[src/hw/rtl/dwtdb6_pkg.sv]
// ---------------------------------------------------------------------------
// dwtdb6_pkg
// Shared constants, coefficient tables and types of the db6 analysis bank.
// ---------------------------------------------------------------------------
package dwtdb6_pkg;

   localparam int TAPS       = 12;
   localparam int SAMPLE_W   = 16;
   localparam int COEF_W     = 15;
   localparam int OUT_W      = 18;
   localparam int FRAC_SHIFT = COEF_W - 1;
   localparam int ROUND_BIAS = 1 << (FRAC_SHIFT - 1);
   localparam int OUT_MAX    = (1 << (OUT_W - 1)) - 1;
   localparam int OUT_MIN    = -(1 << (OUT_W - 1));

   localparam int FLUSH_LEN   = TAPS - 2;
   localparam int FLUSH_CNT_W = $clog2(TAPS);

   localparam int PROD_W  = SAMPLE_W + COEF_W;
   localparam int SUM_W   = PROD_W + $clog2(TAPS);
   localparam int MIN_ACC = OUT_W + FRAC_SHIFT + 2;
   localparam int ACC_W   = (SUM_W > MIN_ACC) ? SUM_W : MIN_ACC;
   localparam int QUO_W   = ACC_W - FRAC_SHIFT;

   localparam int GRP  = 4;
   localparam int NGRP = (TAPS + GRP - 1) / GRP;

   localparam int FQ_DEPTH = 4;
   localparam int FQ_PTR_W = $clog2(FQ_DEPTH);
   localparam int FQ_CNT_W = $clog2(FQ_DEPTH + 1);

   localparam int COEF_TBL = 32;

   // db6 low-pass taps in Q1.14, zero past the twelfth tap
   localparam logic signed [COEF_W-1:0] LO_COEF [COEF_TBL] = '{
      -15'sd18,   15'sd79,    15'sd10,   -15'sd518,
      15'sd451,   15'sd1597,  -15'sd2127, -15'sd3708,
      15'sd5166,  15'sd12306, 15'sd8104,  15'sd1827,
      15'sd0, 15'sd0, 15'sd0, 15'sd0, 15'sd0, 15'sd0, 15'sd0, 15'sd0,
      15'sd0, 15'sd0, 15'sd0, 15'sd0, 15'sd0, 15'sd0, 15'sd0, 15'sd0,
      15'sd0, 15'sd0, 15'sd0, 15'sd0
   };

   function automatic logic signed [COEF_W-1:0] lo_tap(input int j);
      return LO_COEF[j];
   endfunction

   // quadrature mirror: odd taps keep sign, even taps flip it
   function automatic logic signed [COEF_W-1:0] hi_tap(input int j);
      logic signed [COEF_W-1:0] c;
      c = LO_COEF[TAPS - 1 - j];
      return (j % 2 == 1) ? c : -c;
   endfunction

   typedef struct packed {
      logic                       vld;
      logic                       last;
      logic signed [SAMPLE_W-1:0] sample;
   } fq_head_type;

   typedef struct packed {
      logic pop;
      logic flushing;
   } seq_stat_type;

   typedef struct packed {
      logic vld;
      logic last;
   } issue_type;

endpackage

[src/hw/rtl/dwtdb6_if.sv]
// ---------------------------------------------------------------------------
// dwtdb6 channel interfaces
// Sample request channel and coefficient response channel, valid/ready.
// ---------------------------------------------------------------------------
interface dwtdb6_req_if;
   logic                                  valid;
   logic                                  ready;
   logic signed [dwtdb6_pkg::SAMPLE_W-1:0] sample;
   logic                                  last_sample;

   modport source (output valid, output sample, output last_sample, input ready);
   modport sink   (input valid, input sample, input last_sample, output ready);
endinterface


[src/hw/rtl/dwtdb6_front.sv]
// ---------------------------------------------------------------------------
// dwtdb6_front
// Input queue: takes request beats and presents the oldest to the sequencer.
// ---------------------------------------------------------------------------
module dwtdb6_front (
   input  logic                     clock,
   input  logic                     reset,
   dwtdb6_req_if.sink               req_chan,
   input  dwtdb6_pkg::seq_stat_type stat,
   output dwtdb6_pkg::fq_head_type  head
);
   import dwtdb6_pkg::*;

   logic signed [SAMPLE_W-1:0] smp_mem_ff [FQ_DEPTH];
   logic                       last_mem_ff [FQ_DEPTH];
   logic [FQ_PTR_W-1:0]        wr_ptr_ff, wr_ptr_in;
   logic [FQ_PTR_W-1:0]        rd_ptr_ff, rd_ptr_in;
   logic [FQ_CNT_W-1:0]        cnt_ff, cnt_in;
   logic                       push;
   logic                       pop;

   assign req_chan.ready = (cnt_ff != FQ_CNT_W'(FQ_DEPTH));
   assign push = req_chan.valid && req_chan.ready;
   assign pop  = stat.pop;

   assign head.vld    = (cnt_ff != '0);
   assign head.sample = smp_mem_ff[rd_ptr_ff];
   assign head.last   = last_mem_ff[rd_ptr_ff];

   always_comb begin
      wr_ptr_in = push ? wr_ptr_ff + 1'b1 : wr_ptr_ff;
      rd_ptr_in = pop ? rd_ptr_ff + 1'b1 : rd_ptr_ff;
      cnt_in    = cnt_ff + FQ_CNT_W'(push) - FQ_CNT_W'(pop);
   end

   always_ff @(posedge clock) begin
      if (reset) begin
         wr_ptr_ff <= '0;
         rd_ptr_ff <= '0;
         cnt_ff    <= '0;
      end else begin
         wr_ptr_ff <= wr_ptr_in;
         rd_ptr_ff <= rd_ptr_in;
         cnt_ff    <= cnt_in;
      end
   end

   always_ff @(posedge clock) begin
      if (push) begin
         smp_mem_ff[wr_ptr_ff]  <= req_chan.sample;
         last_mem_ff[wr_ptr_ff] <= req_chan.last_sample;
      end
   end

endmodule

[src/flat_wrapper.sv]
// flat-port wrapper written by rule: the top's interface ports become plain ports
module dwtdb6_front_flat import dwtdb6_pkg::*;
  (clock, reset, stat, head, req_chan_valid, req_chan_sample, req_chan_last_sample, req_chan_ready);
  dwtdb6_req_if req_chan_i ();
  input  logic clock;
  input  logic reset;
  input  dwtdb6_pkg::seq_stat_type stat;
  output dwtdb6_pkg::fq_head_type head;
  input wire logic [$bits(req_chan_i.valid)-1:0] req_chan_valid;
  input wire logic [$bits(req_chan_i.sample)-1:0] req_chan_sample;
  input wire logic [$bits(req_chan_i.last_sample)-1:0] req_chan_last_sample;
  output wire logic [$bits(req_chan_i.ready)-1:0] req_chan_ready;
  assign req_chan_i.valid = req_chan_valid;
  assign req_chan_i.sample = req_chan_sample;
  assign req_chan_i.last_sample = req_chan_last_sample;
  assign req_chan_ready = req_chan_i.ready;
  dwtdb6_front u_core (.clock(clock), .reset(reset), .req_chan(req_chan_i), .stat(stat), .head(head));
endmodule
[config.mk]
export PLATFORM = sky130hd
export DESIGN_NAME = dwtdb6_front_flat
export DESIGN_NICKNAME = d
export VERILOG_FILES = /design/src/hw/rtl/dwtdb6_pkg.sv /design/src/hw/rtl/dwtdb6_if.sv /design/src/hw/rtl/dwtdb6_front.sv /design/src/flat_wrapper.sv
export SDC_FILE = /design/constraint.sdc
export NUM_CORES = 1
export LEC_CHECK = 0
export BUFFER_PORTS_ARGS = -buffer_cell sky130_fd_sc_hd__buf_2
export CAP_MARGIN = 25
export CORE_MARGIN = 2
export CORE_UTILIZATION = 54
export CTS_BUF_LIST = sky130_fd_sc_hd__clkbuf_16
export CTS_CLUSTER_SIZE = 8
export DETAILED_ROUTE_END_ITERATION = 8
export MAX_ROUTING_LAYER = met4
export PLACE_DENSITY = 0.83
export SLEW_MARGIN = 20
export SYNTH_ARGS = -nofsm -noshare
export SYNTH_HDL_FRONTEND = slang
export SYNTH_SLANG_ARGS = --single-unit
[constraint.sdc]
create_clock -name clock -period 5.66 [get_ports clock]
set_clock_uncertainty 0.05 [all_clocks]
set_input_delay 1.132 -clock clock [delete_from_list [all_inputs] [get_ports clock]]
set_output_delay 1.132 -clock clock [all_outputs]
set_load 0.05 [all_outputs]
==> results.md <==
* R2r startpoint: u_core.cnt_ff[1]$_SDFF_PP0_
* WL per Instance at 19.91 µm
* First-pass detailed-route iteration total at 4
* Hold_buf cts at 0
* WL final at 5117 µm
* Sequential share of the synthesized area at 0.7538
* Layout Cells excl Fill at 257
* Ys async rst share at 0
* RSZ-0062 raised after global routing: false
* Htree depth at 3
* Final setup fails at 0
* Simple-Gate Fraction of Synth Area at 0.03353
* Fmax achieved at ~330 MHz
* Post-synth top area share at 0.6927
* Fill count at 328
* Max-Cap Viols at 0
* Initial antenna violation count at 0
* Met3 Resource Use GR at 0.06860
* Hold crit path type: register to register
* Path type of the worst setup path: register to primary output
* Avg Cell Area, Syn at 21.52 µm²
* Vias after detailed routing at 1392
* Global placement routability congestion at 0.6731
* Area leader, netlist: edfxtp_1
* Area Growth Syn to Fin at 18.51%
* CP Cell Sequence: mux4_1, buf_2
* Drt via density at 5.416
* Yosys warnings at 0
* Post-Syn Area at roughly 3000 µm²
* Number of synthesized flops with an enable pin at 68
* GRT Util Overall at 0.1932
* Clock sink total at 77
* Post-synthesis cell count at 137
* Synth Area in Compound Gates at 0.003820
* Worst path arrival time at 1.89 ns
* Cell with the most instances after synthesis: edfxtp_1
* Dpl cells at between 200 and 250
* Critical Path Fanout Max at 17
* Number of buffers created by CTS at 9
* Final core occ at 0.6754
* Port Buffer Count at 39
* Startpoint Class: register
* Critical path's slowest cell: dfxtp_2
* Global-route met2 utilization at 0.3362
* Post_cts resized at 0
* Top Usage Layer GRT: met2
* DP Area at ~3200 µm²
* Fraction of layout cells with a size suffix above 1 at 0.3476
* Slew Limit Headroom at 0.3966
* Syn nets at 166
* Yosys reg bits at 77
* Met1 usage at 0.1960
* Row cnt at 26
* Commonest cells post-synth: edfxtp_1 (68), mux4_2 (10), dfxtp_1 (9), nor2_1 (8), mux4_1 (7)
* Final ANT Viol Nets at 0
* Status: finished clean
* VDD IR max at 0.4024 mV
* Leakage power at ~1.3 nW
* Crit-path max cell delay at around 0.68 ns
* Largest net degree at the start of global routing at 18
* Clock root buffer: clkbuf_16
* Remaining Overflow, GRT at 0
* First-pass GRT wire length at 7921 µm
* Largest family of logic cells by synthesized area: multiplexers
* DP Wirelength at 3143 µm
* Top FF cell, synth: edfxtp_1
* DRC at 0
* Post-synthesis xor/xnor area fraction at 0.008913
* WP data required at around 4.5 ns
* Final Hold Vio Count at 0
* DRT iter0 DRCs at 81
* Die Area at 6066 µm²
* Worst-Margin Slew at 0.9051 ns
* Post-Layout Inst Area at approximately 3500 µm²
* Top post-synthesis cells by area: edfxtp_1 (69%), mux4_2 (7.6%), mux4_1 (6.2%), dfxtp_1 (6.1%), ha_1 (2.5%)
* Starting Density at 0.5699
* Setup TNS at 0 ns
* Antenna diodes at 0
* Nets at 211
* Ports at approximately 40
* Area share of fa/ha/maj cells after synthesis at 0.03226
* Unique cell type count in the Yosys netlist at 23
* Mux cell area share after synthesis at 0.1460
* Clk pin slew, worst setup/hold paths at 0.05 ns
* CTS tree: done
* Crit share post-route at 0.5430
* Crit. End Element: primary output
* Core Box Area at 5172 µm²
* Min Hold Slack at 0.4786 ns
* Min Tclk post-route at 3.074 ns
* Max-slew violation count at 0
* Die X at 77.89 µm
* P per Cell Area at 468.4 nW/µm²
* Post-CTS setup buffers at 0
* Vias in the first global route at between 1000 and 1500
* Die Height at 77.89 µm
* Clock buffer depth at 2
* Min-Delay Startpoint: u_core.wr_ptr_ff[1]$_SDFFE_PP0P_
* Skew-Pair Late Insertion Delay at 0.32 ns
worst paths after layout:
path | to | slack [ns] | depth (start not counted)
min | u_core.wr_ptr_ff[1]$_SDFFE_PP0P_ | 0.48 | 2
min reg2reg | u_core.wr_ptr_ff[1]$_SDFFE_PP0P_ | 0.48 | 2
max | head[15] | 2.59 | 2
max reg2reg | u_core.cnt_ff[2]$_SDFF_PP0_ | 3.61 | 8
area by class of cell:
cell class,count,area [µm²],area share
clock inverters,7,81.33,0.02328
multi-input cells,50,661.9,0.1895
repair buffers,39,195.2,0.05587
flip-flops and latches,77,2223,0.6365
clock buffers,9,225.2,0.06447
well taps,70,87.58,0.02507
inverters,5,18.77,0.005372
sequential cells by signal, summed over array words and instances, names as in the netlist, named ones only:
register            count
u_core.rd_ptr_ff        2
u_core.wr_ptr_ff        2
u_core.last_mem_ff      4
u_core.smp_mem_ff      64
u_core.cnt_ff           3
critical path, delay by kind of cell (launching register included):
kind                   cells  cell delay, ns
muxes                      1            0.65
DFF                        1            0.68
buffers and inverters      1            0.23
cells in the final DEF, fill, tap and decap left out:
cell type / synthesis / final
edfxtp_1: 68 / 68
buf_2: 2 / 39
mux4_2: 10 / 10
clkbuf_16: 0 / 9
nor2_1: 8 / 8
dfxtp_1: 9 / 8
mux4_1: 7 / 7
inv_1: 5 / 6
ha_1: 6 / 6
and2_1: 5 / 5
nand2_1: 2 / 2
xor2_1: 2 / 2
nand2b_1: 2 / 2
bufinv_16: 0 / 2
clkinv_1: 0 / 2
clkinv_2: 0 / 2
a21boi_2: 1 / 1
or3_1: 1 / 1
mux2_2: 1 / 1
nor2b_1: 1 / 1
xnor2_1: 1 / 1
mux2i_1: 1 / 1
nor3_1: 1 / 1
fa_1: 1 / 1
dfxtp_2: 0 / 1
kinds of logic (layout without fill, tap and decap cells):
kind of cell,count (synthesis),count (layout)
xor gates and xnor gates,3,3
buffers and inverters,10,60
muxes,19,19
and+or+nand+nor,20,20
DFF,77,77
adders and majority gates,7,7
AOI/OAI and AO/OA,1,1
stage by stage:
| step | power [mW] | setup WS, ns |
|---|---|---|
| after detailed placement | 1.068 | 2.510 |
| after global placement | 1.044 | 2.538 |
| after CTS | 1.649 | 2.150 |
| after floorplan | 0.9832 | 3.161 |
| final | 1.636 | 2.586 |
| after global routing | 1.696 | 2.473 |
metal layers:
| layer | vias to the layer above | routed length [µm] |
|---|---|---|
| met5 | - | 0 |
| met4 | 0 | 120 |
| met3 | 13 | 188 |
| met2 | 40 | 2881 |
| met1 | 706 | 1926 |
| li1 | 633 | - |
where the power goes:
group	switching, mW	internal (mW)	leakage, nW
clock network	0.200	0.379	0.155
registers	0.0380	0.693	0.697
logic	0.228	0.0980	0.404
total	0.466	1.17	1.26
Power figures use the tool's default switching activity.
