$ cat src/hw/rtl/dwtdb6_pkg.sv
// ---------------------------------------------------------------------------
// dwtdb6_pkg
// Shared constants, coefficient tables and types of the db6 analysis bank.
// ---------------------------------------------------------------------------
package dwtdb6_pkg;

   localparam int TAPS       = 12;
   localparam int SAMPLE_W   = 16;
   localparam int COEF_W     = 15;
   localparam int OUT_W      = 18;
   localparam int FRAC_SHIFT = COEF_W - 1;
   localparam int ROUND_BIAS = 1 << (FRAC_SHIFT - 1);
   localparam int OUT_MAX    = (1 << (OUT_W - 1)) - 1;
   localparam int OUT_MIN    = -(1 << (OUT_W - 1));

   localparam int FLUSH_LEN   = TAPS - 2;
   localparam int FLUSH_CNT_W = $clog2(TAPS);

   localparam int PROD_W  = SAMPLE_W + COEF_W;
   localparam int SUM_W   = PROD_W + $clog2(TAPS);
   localparam int MIN_ACC = OUT_W + FRAC_SHIFT + 2;
   localparam int ACC_W   = (SUM_W > MIN_ACC) ? SUM_W : MIN_ACC;
   localparam int QUO_W   = ACC_W - FRAC_SHIFT;

   localparam int GRP  = 4;
   localparam int NGRP = (TAPS + GRP - 1) / GRP;

   localparam int FQ_DEPTH = 4;
   localparam int FQ_PTR_W = $clog2(FQ_DEPTH);
   localparam int FQ_CNT_W = $clog2(FQ_DEPTH + 1);

   localparam int COEF_TBL = 32;

   // db6 low-pass taps in Q1.14, zero past the twelfth tap
   localparam logic signed [COEF_W-1:0] LO_COEF [COEF_TBL] = '{
      -15'sd18,   15'sd79,    15'sd10,   -15'sd518,
      15'sd451,   15'sd1597,  -15'sd2127, -15'sd3708,
      15'sd5166,  15'sd12306, 15'sd8104,  15'sd1827,
      15'sd0, 15'sd0, 15'sd0, 15'sd0, 15'sd0, 15'sd0, 15'sd0, 15'sd0,
      15'sd0, 15'sd0, 15'sd0, 15'sd0, 15'sd0, 15'sd0, 15'sd0, 15'sd0,
      15'sd0, 15'sd0, 15'sd0, 15'sd0
   };

   function automatic logic signed [COEF_W-1:0] lo_tap(input int j);
      return LO_COEF[j];
   endfunction

   // quadrature mirror: odd taps keep sign, even taps flip it
   function automatic logic signed [COEF_W-1:0] hi_tap(input int j);
      logic signed [COEF_W-1:0] c;
      c = LO_COEF[TAPS - 1 - j];
      return (j % 2 == 1) ? c : -c;
   endfunction

   typedef struct packed {
      logic                       vld;
      logic                       last;
      logic signed [SAMPLE_W-1:0] sample;
   } fq_head_type;

   typedef struct packed {
      logic pop;
      logic flushing;
   } seq_stat_type;

   typedef struct packed {
      logic vld;
      logic last;
   } issue_type;

endpackage

$ cat src/hw/rtl/dwtdb6_seq.sv
// ---------------------------------------------------------------------------
// dwtdb6_seq
// Delay line, phase and tail flush sequencer; issues even-index windows.
// ---------------------------------------------------------------------------
module dwtdb6_seq (
   input  logic                        clock,
   input  logic                        reset,
   input  logic                        adv,
   input  dwtdb6_pkg::fq_head_type     head,
   output dwtdb6_pkg::seq_stat_type    stat,
   output dwtdb6_pkg::issue_type       iss,
   output logic signed [dwtdb6_pkg::SAMPLE_W-1:0] win [dwtdb6_pkg::TAPS]
);
   import dwtdb6_pkg::*;

   typedef enum logic [1:0] {
      ST_RUN   = 2'b01,
      ST_FLUSH = 2'b10
   } seq_state_type;

   seq_state_type              state_ff, state_in;
   logic signed [SAMPLE_W-1:0] dl_ff [TAPS-1];
   logic signed [SAMPLE_W-1:0] dl_in [TAPS-1];
   logic                       even_ff, even_in;
   logic [FLUSH_CNT_W-1:0]     rem_ff, rem_in;
   logic signed [SAMPLE_W-1:0] cur;
   logic                       step;
   logic                       clear;

   always_comb begin
      cur = (state_ff == ST_FLUSH) ? '0 : head.sample;
      win[0] = cur;
      for (int j = 1; j < TAPS; j++) begin
         win[j] = dl_ff[j-1];
      end
   end

   always_comb begin
      state_in      = state_ff;
      rem_in        = rem_ff;
      even_in       = even_ff;
      dl_in         = dl_ff;
      clear         = 1'b0;
      stat.pop      = 1'b0;
      stat.flushing = (state_ff == ST_FLUSH);
      iss.vld       = 1'b0;
      iss.last      = 1'b0;
      step          = adv && ((state_ff == ST_FLUSH) || head.vld);

      if (step) begin
         iss.vld = even_ff;
         even_in = !even_ff;
         for (int j = TAPS - 2; j > 0; j--) begin
            dl_in[j] = dl_ff[j-1];
         end
         dl_in[0] = cur;

         unique case (state_ff)
            ST_RUN: begin
               stat.pop = 1'b1;
               if (head.last) begin
                  if (FLUSH_LEN == 0) begin
                     iss.last = even_ff;
                     clear    = 1'b1;
                  end else begin
                     // flag here only if no even index follows in the tail
                     iss.last = even_ff && (FLUSH_LEN < 2);
                     rem_in   = FLUSH_CNT_W'(FLUSH_LEN);
                     state_in = ST_FLUSH;
                  end
               end
            end
            ST_FLUSH: begin
               iss.last = even_ff && (rem_ff <= FLUSH_CNT_W'(2));
               rem_in   = rem_ff - 1'b1;
               if (rem_ff == FLUSH_CNT_W'(1)) begin
                  clear    = 1'b1;
                  state_in = ST_RUN;
               end
            end
            default: begin
               state_in = ST_RUN;
            end
         endcase
      end

      if (clear) begin
         even_in = 1'b1;
         for (int j = 0; j < TAPS - 1; j++) begin
            dl_in[j] = '0;
         end
      end
   end

   always_ff @(posedge clock) begin
      if (reset) begin
         state_ff <= ST_RUN;
         rem_ff   <= '0;
         even_ff  <= 1'b1;
         for (int j = 0; j < TAPS - 1; j++) begin
            dl_ff[j] <= '0;
         end
      end else begin
         state_ff <= state_in;
         rem_ff   <= rem_in;
         even_ff  <= even_in;
         dl_ff    <= dl_in;
      end
   end

endmodule

$ cat config.mk
export PLATFORM = sky130hd
export DESIGN_NAME = dwtdb6_seq
export DESIGN_NICKNAME = d
export VERILOG_FILES = /design/src/hw/rtl/dwtdb6_pkg.sv /design/src/hw/rtl/dwtdb6_seq.sv
export SDC_FILE = /design/constraint.sdc
export NUM_CORES = 1
export LEC_CHECK = 0
export ABC_AREA = 1
export BUFFER_PORTS_ARGS = -buffer_cell sky130_fd_sc_hd__buf_2
export CAP_MARGIN = 20
export CORE_ASPECT_RATIO = 0.5
export CORE_MARGIN = 2
export CORE_UTILIZATION = 30
export DETAILED_ROUTE_END_ITERATION = 8
export PLACE_DENSITY = 0.6
export SLEW_MARGIN = 20
export SYNTH_ARGS = -nofsm -noshare
export SYNTH_HDL_FRONTEND = slang
export SYNTH_SLANG_ARGS = --single-unit
$ cat constraint.sdc
create_clock -name clock -period 1.4 [get_ports clock]
set_clock_uncertainty 0.05 [all_clocks]
set_input_delay 0.14 -clock clock [delete_from_list [all_inputs] [get_ports clock]]
set_output_delay 0.14 -clock clock [all_outputs]
set_load 0.005 [all_outputs]
==> results of run 1 <==
[worst reg2reg max path, delay by kind of cell, from the launching register on]
family                 cells  cell delay [ps]
buffers and inverters      6              820
AOI/OAI and AO/OA          1               80
and+or+nand+nor            3              250
DFF                        1              340
[final cells by class]
cell class	count	area, um^2
Sequential cell	183	3670
Inverter	221	832
Clock inverter	11	136
Multi-Input combinational cell	723	2990
Fill cell	2636	14800
Clock buffer	21	460
Timing Repair Buffer	295	2090
Tap cell	344	430
[per-layer routing]
metal | vias to the layer above | share of wire | global-route usage | routed length, um
met2 | 115 | 0.49 | 0.285 | 11000
met3 | 16 | 0.030 | 0.0349 | 676
met4 | 0 | 0.014 | 0.0545 | 317
met1 | 3145 | 0.47 | 0.213 | 10500
li1 | 3922 | - | - | -
met5 | - | 0 | 0 | 0
[cell families after synthesis]
kind of cell,Yosys count,share of synthesized area
AND/OR/NAND/NOR,664,0.335
buffers and inverters,279,0.154
flip-flops,183,0.469
AO/OA/AOI/OAI,56,0.0379
adder cells (fa/ha/maj),3,0.00480
[layout by cell type (no fill, tap or decap), types with 3 or more instances in the layout]
master and n:
a21oi_1 6, buf_12 18, buf_2 215, buf_4 42, buf_6 4, bufbuf_16 4, clkbuf_16 17, dfxtp_1 180
dlygate4sd3_1 9, ha_1 3, inv_1 218, inv_6 4, nand2_1 616, nand2_2 32, nand3_1 4, nor2_1 4
nor2_4 4, o21ai_0 23, o21ai_1 25
[worst max-delay path by stage]
stage | depth (start not counted) | start | slack [ps] | end
3_3_place_gp | 9 | state_ff[0] | -30 | win[173]
3_5_place_dp | 6 | rem_ff[1] | -70 | even_ff
6_report | 7 | state_ff[0] | -260 | iss[0]
5_1_grt | 7 | state_ff[0] | -340 | iss[0]
2_1_floorplan | 6 | rem_ff[1] | 30 | even_ff
4_1_cts | 7 | state_ff[0] | -320 | iss[0]
[power groups by stage]
stage                     logic [W]  registers, W  clock network [W]
final                      0.000842       0.00528            0.00494
after floorplan            0.000406       0.00539                  0
after detailed placement   0.000722       0.00540                  0
after global placement     0.000723       0.00540                  0
after CTS                  0.000838       0.00528            0.00507
after global routing       0.000922       0.00528            0.00528
[repair_timing]
| item | in CTS | in global routing |
|---|---|---|
| resized for setup | 15 | 7 |
| gates cloned | 5 | 0 |
| buffers inserted | 8 | 2 |
| endpoints found under the hold margin | 12 | 0 |
| hold buffers | 9 | 0 |
| pin swaps | 2 | 2 |
| endpoints found under the setup margin | 192 | 202 |
[sequential cells by signal, indices dropped and copies added, names as in the netlist]
| signal | count |
|---|---|
| even_ff | 1 |
| rem_ff | 4 |
| state_ff | 2 |
| win | 176 |
[per-stage QoR]
stage / util / instance area, um^2
after global placement: 0.378 / 9600
after floorplan: - / 7820
after detailed placement: 0.378 / 9600
after CTS: 0.416 / 10600
after global routing: 0.418 / 10600
final: 0.418 / 10600
==> flow_metrics.py, run 1 <==
metrics = {
    "final_layout": {
        "drive_above_1_share": 0.250,
        "nNetsFinal": 1465,
        "n_antenna_cell": 0,
        "syn_to_final_growth_pct": 35.7,
        "fin_cells": 1798,
    },
    "min_path": {
        "holdPathEnd": "win[160]",
        "min-delay-start": "head[0]",
        "hold_path.class": "input pin to register",
        "hold_path_depth": 5,
    },
    "cts": {
        "clkTransAtPathRegs_ps": 70,
        "numClockSinks": 183,
        "tritoncts": "built",
        "cts_root_buf": "clkbuf_16",
        "insertion_delay_ps": 430,
        "htree_levels": 4,
        "cts_buffers": 17,
        "cts.path.max_buffers": 2,
    },
    "worst_setup_path": {
        "path_cells": "inv_2, nand2_4, nor2_4, nor2_4, buf_12, nor4_4, buf_2",
        "critical_path.reg2reg.endpoint": "win[129]",
        "setup.worst_path.class": "register to output port",
        "worstSetupEndpointType": "output port",
        "reg2reg_depth": 10,
        "crit_top_cell": "nor2_4",
        "rrSetupSlack_ps": -240,
        "cp_num_buf_inv": 3,
        "crit_required_ps": 1210,
        "arrival_ps": 1470,
        "rr_startpoint": "state_ff[0]",
        "cp_top_family": "buffers and inverters",
        "crit_fanout": 4,
        "crit_slowest_cell": "dfxtp_2",
        "cpPeakStageDelay_ps": 340,
        "start_kind": "register",
    },
    "sta": {
        "drv_slew": 0,
        "fmax_ghz": 0.604,
        "fin_ws_ps": -256,
        "rsz0062_at_grt": "yes",
        "period_needed_ps": 1660,
        "finalSetupViolations": 197,
        "post-route-period-util": 1.18,
        "max_slew_margin": 0.844,
        "hold_slack_ps": 32.2,
        "worst_pin_slew_ps": 233,
        "finalSetupTns_ps": -28470,
        "hold_violations": 0,
    },
    "global_route": {
        "gr-usage-all-layers": 0.168,
        "grt-ovfl-total": 0,
        "grt_pass1_vias": 6726,
        "grt_max_degree": 31,
        "grt_pass1_wl_mm": 36.1,
        "antenna_found_initial": 0,
    },
    "yosys": {
        "syn-instance-count": 1185,
        "yosysSeqAreaShare": 0.469,
        "ys_ff_latch": 183,
        "syn_area_um2": 7810,
        "synthTopCellsByArea": "dfxtp_1, nand2_1, inv_1",
        "ys_types": 22,
        "synth_warnings": 0,
        "ys.flop_type": "dfxtp_1",
        "synth_top_cell_area_share": 0.469,
        "yosys.area.top_type": "dfxtp_1",
        "syn-num-nets": 1209,
        "synth_edf_count": 0,
        "yosys-top-cells-count": "nand2_1, inv_1, dfxtp_1",
        "yosysMostFrequentCell": "nand2_1",
        "async_flop_share": 0,
        "synth.avg_cell_area_um2": 6.59,
    },
    "floorplan": {
        "io_pins": 217,
        "fp.dieW_um": 232,
        "rows": 41,
        "die_area_um2": 27400,
        "initial_core_util": 0.308,
        "core_um2": 25400,
        "die_h_um": 118,
    },
    "drt": {
        "routed-via-count": 7198,
        "routed_wl_mm": 22.5,
        "vias_per_cell": 4.00,
        "ant_nets": 0,
        "drt_first_pass_iters": 5,
        "drtIter0Drc": 398,
        "drc_errors": 0,
        "routedWlPerCell_um": 12.5,
    },
    "pwr": {
        "p_clk_frac": 0.446,
        "p_int_w": 0.00840,
        "p_total_w": 0.0111,
        "comb_power_share": 0.076,
        "power_density_nw_per_um2": 1040,
        "ir_drop_uv": 835,
        "sw_frac_of_total": 0.240,
        "power_frac_seq": 0.477,
        "power_leakage_nw": 6.86,
        "switchingPower_w": 0.00266,
    },
    "placed_design": {
        "gp_congestion": 0.792,
        "dp_cells": 1742,
        "dp_slack_ps": -66.9,
        "dp_hpwl_mm": 16.1,
        "io_buffers": 216,
    },
    "job": {
        "cap_violations": 0,
    },
    "outcome": {
        "violations": "setup timing",
        "outcome": "complete, but fails checks",
    },
}
Power figures use the tool's default switching activity.
==> run 2: changes to the inputs <==
PLACE_DENSITY = 0.58   (was 0.6)
clock period = 1.8 ns   (was 1.4 ns; I/O delays follow)
==> run 2 against run 1 <==
The run now ends clean. Via count shrank 3.1%. Cell area shrank 5.4%. Non-clock buffer count shrank 43. Global-route usage shrank 0.75 points. Wire length shrank 2.8%. Clock power shrank 30%. Combinational power shrank 36%. Register-to-register slack gained 350 ps. First-iteration DRC count shrank 14%. Flip-flop and latch count is the same. Power shrank 27%. Cell count shrank 2.4%. Critical path type unchanged. Critical endpoint unchanged.
==> flow_metrics.py, run 2 (synthesis gave the netlist of run 1 again) <==
metrics = {
    "global_route": {
        "grt_max_degree": 51,
        "grt-ovfl-total": 0,
        "grt_pass1_wl_mm": 34.2,
        "grtUsageMet3": 0.0407,
        "grt.busiest_layer": "met2",
        "use_met1": 0.213,
        "antenna_found_initial": 0,
        "met2_usage": 0.258,
        "grt_pass1_vias": 6198,
        "gr-usage-all-layers": 0.161,
    },
    "worst_setup_path": {
        "crit_required_ps": 1570,
        "crit_fanout": 18,
        "worstSetupEndpointType": "output port",
        "reg2reg_depth": 12,
        "arrival_ps": 1500,
        "rrSetupSlack_ps": 110,
        "rr_startpoint": "state_ff[0]",
        "start_kind": "register",
        "critical_path.reg2reg.endpoint": "win[173]",
        "setup.worst_path.class": "register to output port",
    },
    "min_path": {
        "hold_path_depth": 5,
        "holdPathEnd": "win[165]",
        "hold_path.class": "input pin to register",
        "min-delay-start": "head[5]",
    },
    "cts": {
        "numClockSinks": 183,
        "cts_root_buf": "clkbuf_16",
        "clkTransAtPathRegs_ps": 70,
        "cts.path.max_buffers": 2,
        "tritoncts": "built",
        "htree_levels": 4,
        "cts_buffers": 17,
        "insertion_delay_ps": 440,
    },
    "floorplan": {
        "fp.dieW_um": 232,
        "core_um2": 25400,
        "die_h_um": 118,
        "initial_core_util": 0.308,
        "io_pins": 217,
        "die_area_um2": 27400,
        "rows": 41,
    },
    "drt": {
        "drt_first_pass_iters": 4,
        "routed_wl_mm": 21.8,
        "routedWlPerCell_um": 12.4,
        "drc_errors": 0,
        "ant_nets": 0,
        "routed-via-count": 6976,
        "vias_per_cell": 3.98,
        "drtIter0Drc": 343,
    },
    "pwr": {
        "switchingPower_w": 0.00201,
        "p_total_w": 0.00809,
        "ir_drop_uv": 666,
        "p_int_w": 0.00608,
        "power_leakage_nw": 6.56,
        "sw_frac_of_total": 0.248,
        "power_density_nw_per_um2": 806,
        "power_frac_seq": 0.508,
        "comb_power_share": 0.067,
        "p_clk_frac": 0.425,
    },
    "final_layout": {
        "n_antenna_cell": 0,
        "nNetsFinal": 1422,
        "drive_above_1_share": 0.231,
        "final_util": 0.395,
        "layout_common_cells": "nand2_1, inv_1, buf_2",
        "syn_to_final_growth_pct": 28.3,
        "fin_cells": 1754,
        "largest_register_ffs": 176,
        "mostFrequentLayoutCell": "nand2_1",
    },
    "sta": {
        "finalSetupTns_ps": 0,
        "worst_pin_slew_ps": 230,
        "rsz0062_at_grt": "yes",
        "hold_violations": 0,
        "finalSetupViolations": 0,
        "max_slew_margin": 0.846,
        "drv_slew": 0,
        "period_needed_ps": 1730,
        "fmax_ghz": 0.578,
        "post-route-period-util": 0.962,
    },
    "placed_design": {
        "dp_cells": 1712,
        "dp_hpwl_mm": 14.9,
        "gp_congestion": 0.783,
        "io_buffers": 216,
    },
    "job": {
        "cap_violations": 0,
    },
    "outcome": {
        "outcome": "completed",
    },
}
-- run 2: changes by cell type in the layout (fill, tap and decap cells not counted), sizes merged --
cell	previous run	this run
inv	226	223
clkinv	3	5
bufinv	2	0
bufbuf	4	2
clkbuf	21	20
dlygate4sd3	9	1
buf	282	248
clkinvlp	1	5
-- run 2: cell type report --
| type | count | area [um^2] |
|---|---|---|
| Clock buffer | 19 | 443 |
| Tap cell | 344 | 430 |
| Timing Repair Buffer | 252 | 1590 |
| Clock inverter | 12 | 80.1 |
| Multi-Input combinational cell | 723 | 2980 |
| Fill cell | 2738 | 15400 |
| Inverter | 221 | 832 |
| Sequential cell | 183 | 3670 |
-- run 2: routing by layer --
metal,part of all wire,up-vias
met5,0,-
met4,0.015,0
met3,0.034,21
met2,0.48,95
met1,0.48,3044
li1,-,3816
-- run 2: worst max-delay path by stage --
stage                start      end  depth (start not counted)  slack, ps
5_1_grt        state_ff[0]  win[55]                         12         -7
2_1_floorplan    rem_ff[1]  even_ff                          6        390
3_3_place_gp   state_ff[0]   iss[0]                          7        230
3_5_place_dp   state_ff[1]  win[92]                          9        230
6_report       state_ff[0]   iss[0]                          5         70
4_1_cts        state_ff[0]   iss[0]                          7        -20
-- run 2: per-stage QoR --
stage / setup WS [ps] / hold slack, ps / area [um^2]
6_report: 69.3 / 39.2 / 10000
3_3_place_gp: 233 / 418 / 9300
3_5_place_dp: 233 / 426 / 9300
5_1_grt: -6.75 / 56.2 / 10000
2_1_floorplan: 391 / 199 / 7820
4_1_cts: -19.1 / 9.11 / 9940
-- run 2: critical path, stage by stage, from the launching register on --
cell and delay [ps]:
dfxtp_4 350, inv_4 60, nand2_4 60, buf_8 170
nor4_4 260, buf_2 160
-- run 2: power by group through the flow --
stage | registers [W] | clock network [W] | logic [W]
2_1_floorplan | 0.00420 | 0 | 0.000315
3_3_place_gp | 0.00420 | 0 | 0.000489
3_5_place_dp | 0.00420 | 0 | 0.000490
4_1_cts | 0.00411 | 0.00355 | 0.000527
5_1_grt | 0.00411 | 0.00373 | 0.000602
6_report | 0.00411 | 0.00344 | 0.000539
-- run 2: timing repair --
action | 4_1_cts | 5_1_grt
hold endpoints to repair | 4 | 0
hold buffers | 1 | 0
endpoints found under the setup margin | 18 | 76
cloned | 2 | 1
resized for setup | 8 | 7
pin swaps | 2 | 1
buffers inserted | 3 | 4
==> run 3: changes to the inputs <==
BUFFER_PORTS_ARGS = not set   (was -buffer_cell sky130_fd_sc_hd__buf_2)
DONT_BUFFER_PORTS = 1   (was not set)
PLACE_DENSITY = 0.51   (was 0.58)
==> run 3 against run 2 <==
Global-route usage is 0.57 points lower. Sequential power hardly changed. Clock power is 14% higher. Non-clock buffer count is 205 lower. Sequential share of layout area is 3.7 points higher. Critical path type unchanged. Highest routed layer unchanged.
==> flow_metrics.py, run 3 (synthesis gave the netlist of run 1 again) <==
metrics = {
    "final_layout": {
        "largest_register_ffs": 176,
        "drive_above_1_share": 0.0886,
        "layout_common_cells": "nand2_1, inv_1, dfxtp_1",
        "fillerInstances": 2734,
        "fin_cells": 1551,
        "mostFrequentLayoutCell": "nand2_1",
        "n_antenna_cell": 0,
        "syn_to_final_growth_pct": 16.5,
        "nNetsFinal": 1218,
    },
    "cts": {
        "htree_levels": 4,
        "numClockSinks": 183,
        "cts_buffers": 17,
        "clkTransAtPathRegs_ps": 70,
        "insertion_delay_ps": 440,
        "cts_root_buf": "clkbuf_16",
        "cts.path.max_buffers": 2,
        "tritoncts": "built",
    },
    "min_path": {
        "hold_path.class": "input pin to register",
    },
    "global_route": {
        "antenna_found_initial": 0,
        "grt_pass1_vias": 5788,
        "grt-ovfl-total": 0,
        "gr-usage-all-layers": 0.155,
        "grt_pass1_wl_mm": 33.4,
        "grt_max_degree": 78,
    },
    "sta": {
        "fmax_ghz": 0.570,
        "post-route-period-util": 0.975,
        "finalSetupTns_ps": 0,
        "hold_violations": 0,
        "rsz0062_at_grt": "yes",
        "worst_pin_slew_ps": 342,
        "period_needed_ps": 1760,
        "drv_slew": 0,
        "finalSetupViolations": 0,
        "max_slew_margin": 0.772,
    },
    "floorplan": {
        "die_h_um": 118,
        "die_area_um2": 27400,
        "io_pins": 217,
        "rows": 41,
        "initial_core_util": 0.308,
        "core_um2": 25400,
        "fp.dieW_um": 232,
    },
    "placed_design": {
        "dp_hpwl_mm": 14.8,
        "dp_cells": 1495,
        "gp_congestion": 0.796,
        "io_buffers": 0,
    },
    "worst_setup_path": {
        "crit_required_ps": 1570,
        "path_cells": "inv_4, nand2_4, nor2_4, nor2_4, buf_12, nor4_4, buf_4",
        "cp_top_family": "flip-flops",
        "crit_top_cell": "nor2_4",
        "arrival_ps": 1530,
        "cpPeakStageDelay_ps": 360,
        "setup.worst_path.class": "register to output port",
        "crit_fanout": 10,
        "cp_num_buf_inv": 3,
        "start_kind": "register",
        "worstSetupEndpointType": "output port",
        "crit_slowest_cell": "dfxtp_4",
    },
    "drt": {
        "drc_errors": 0,
        "routed-via-count": 6392,
        "drt_first_pass_iters": 5,
        "drtIter0Drc": 357,
        "ant_nets": 0,
        "vias_per_cell": 4.12,
        "routed_wl_mm": 21.2,
        "routedWlPerCell_um": 13.7,
    },
    "pwr": {
        "power_density_nw_per_um2": 934,
        "p_total_w": 0.00850,
        "power_leakage_nw": 5.48,
        "ir_drop_uv": 564,
    },
    "job": {
        "cap_violations": 0,
    },
    "outcome": {
        "outcome": "completed",
    },
}
[run 3: cell types whose count changed in the layout (fill, tap and decap cells not counted), moves of 2 or more]
| cell | previous run | this run |
|---|---|---|
| buf_12 | 11 | 13 |
| buf_2 | 216 | 0 |
| buf_4 | 18 | 14 |
| bufbuf_16 | 2 | 0 |
| bufinv_16 | 0 | 2 |
| clkinv_2 | 5 | 2 |
| clkinvlp_4 | 5 | 1 |
| dlygate4sd3_1 | 1 | 18 |
| inv_6 | 2 | 5 |
| inv_8 | 0 | 3 |
| nand2_4 | 1 | 3 |
[run 3: path summary, 6_finish.rpt]
path	start	end	slack, ps	depth (start not counted)
worst max-delay path	state_ff[0]	iss[0]	40	7
worst max register to register	state_ff[0]	win[139]	160	9
worst min-delay path	reset	win[136]	30	4
worst min register to register	state_ff[1]	state_ff[1]	450	2
[run 3: report_power, final]
part / internal [W] / total, W / switching, W
registers: 0.00408 / 0.00411 / 0.0000371
logic: 0.000165 / 0.000466 / 0.000301
clock network: 0.00217 / 0.00392 / 0.00175
total: 0.00641 / 0.00850 / 0.00209
[run 3: area by class of cell]
cell class | instances | area, um^2 | share of cell area
clock buffer | 19 | 453 | 0.0498
inverter | 221 | 832 | 0.0914
timing repair buffer | 47 | 564 | 0.0620
sequential | 183 | 3670 | 0.403
tap | 344 | 430 | 0.0473
clock inverter | 13 | 155 | 0.0170
multi-input combinational | 724 | 3000 | 0.330
[run 3: routing by layer]
metal	vias up	wire, um	track usage
met5	-	0	0
met4	0	314	0.0485
met3	24	1200	0.0458
met2	130	10200	0.258
met1	2818	9560	0.192
li1	3420	-	-
[run 3: worst min-delay path, delay by kind of cell]
family / cells / cell delay (ps)
buf+inv: 2 / 200
simple gates: 1 / 70
compound gates: 1 / 20
[run 3: stage by stage]
stage	utilization	worst slack [ps]	instance area, um^2	hold WS [ps]
floorplan	-	391	7820	199
global placement	0.324	195	8220	202
detailed placement	0.324	145	8220	204
CTS	0.357	4.55	9070	10.8
global route	0.359	-24.5	9100	29.4
finish	0.359	44.9	9100	32.2
[run 3: timing repair]
action,4_1_cts,5_1_grt
gates cloned,0,1
endpoints found under the hold margin,22,0
hold buffers,18,0
resized for setup,12,1
buffers inserted,3,2
pin swaps,2,2
endpoints found under the setup margin,2,25
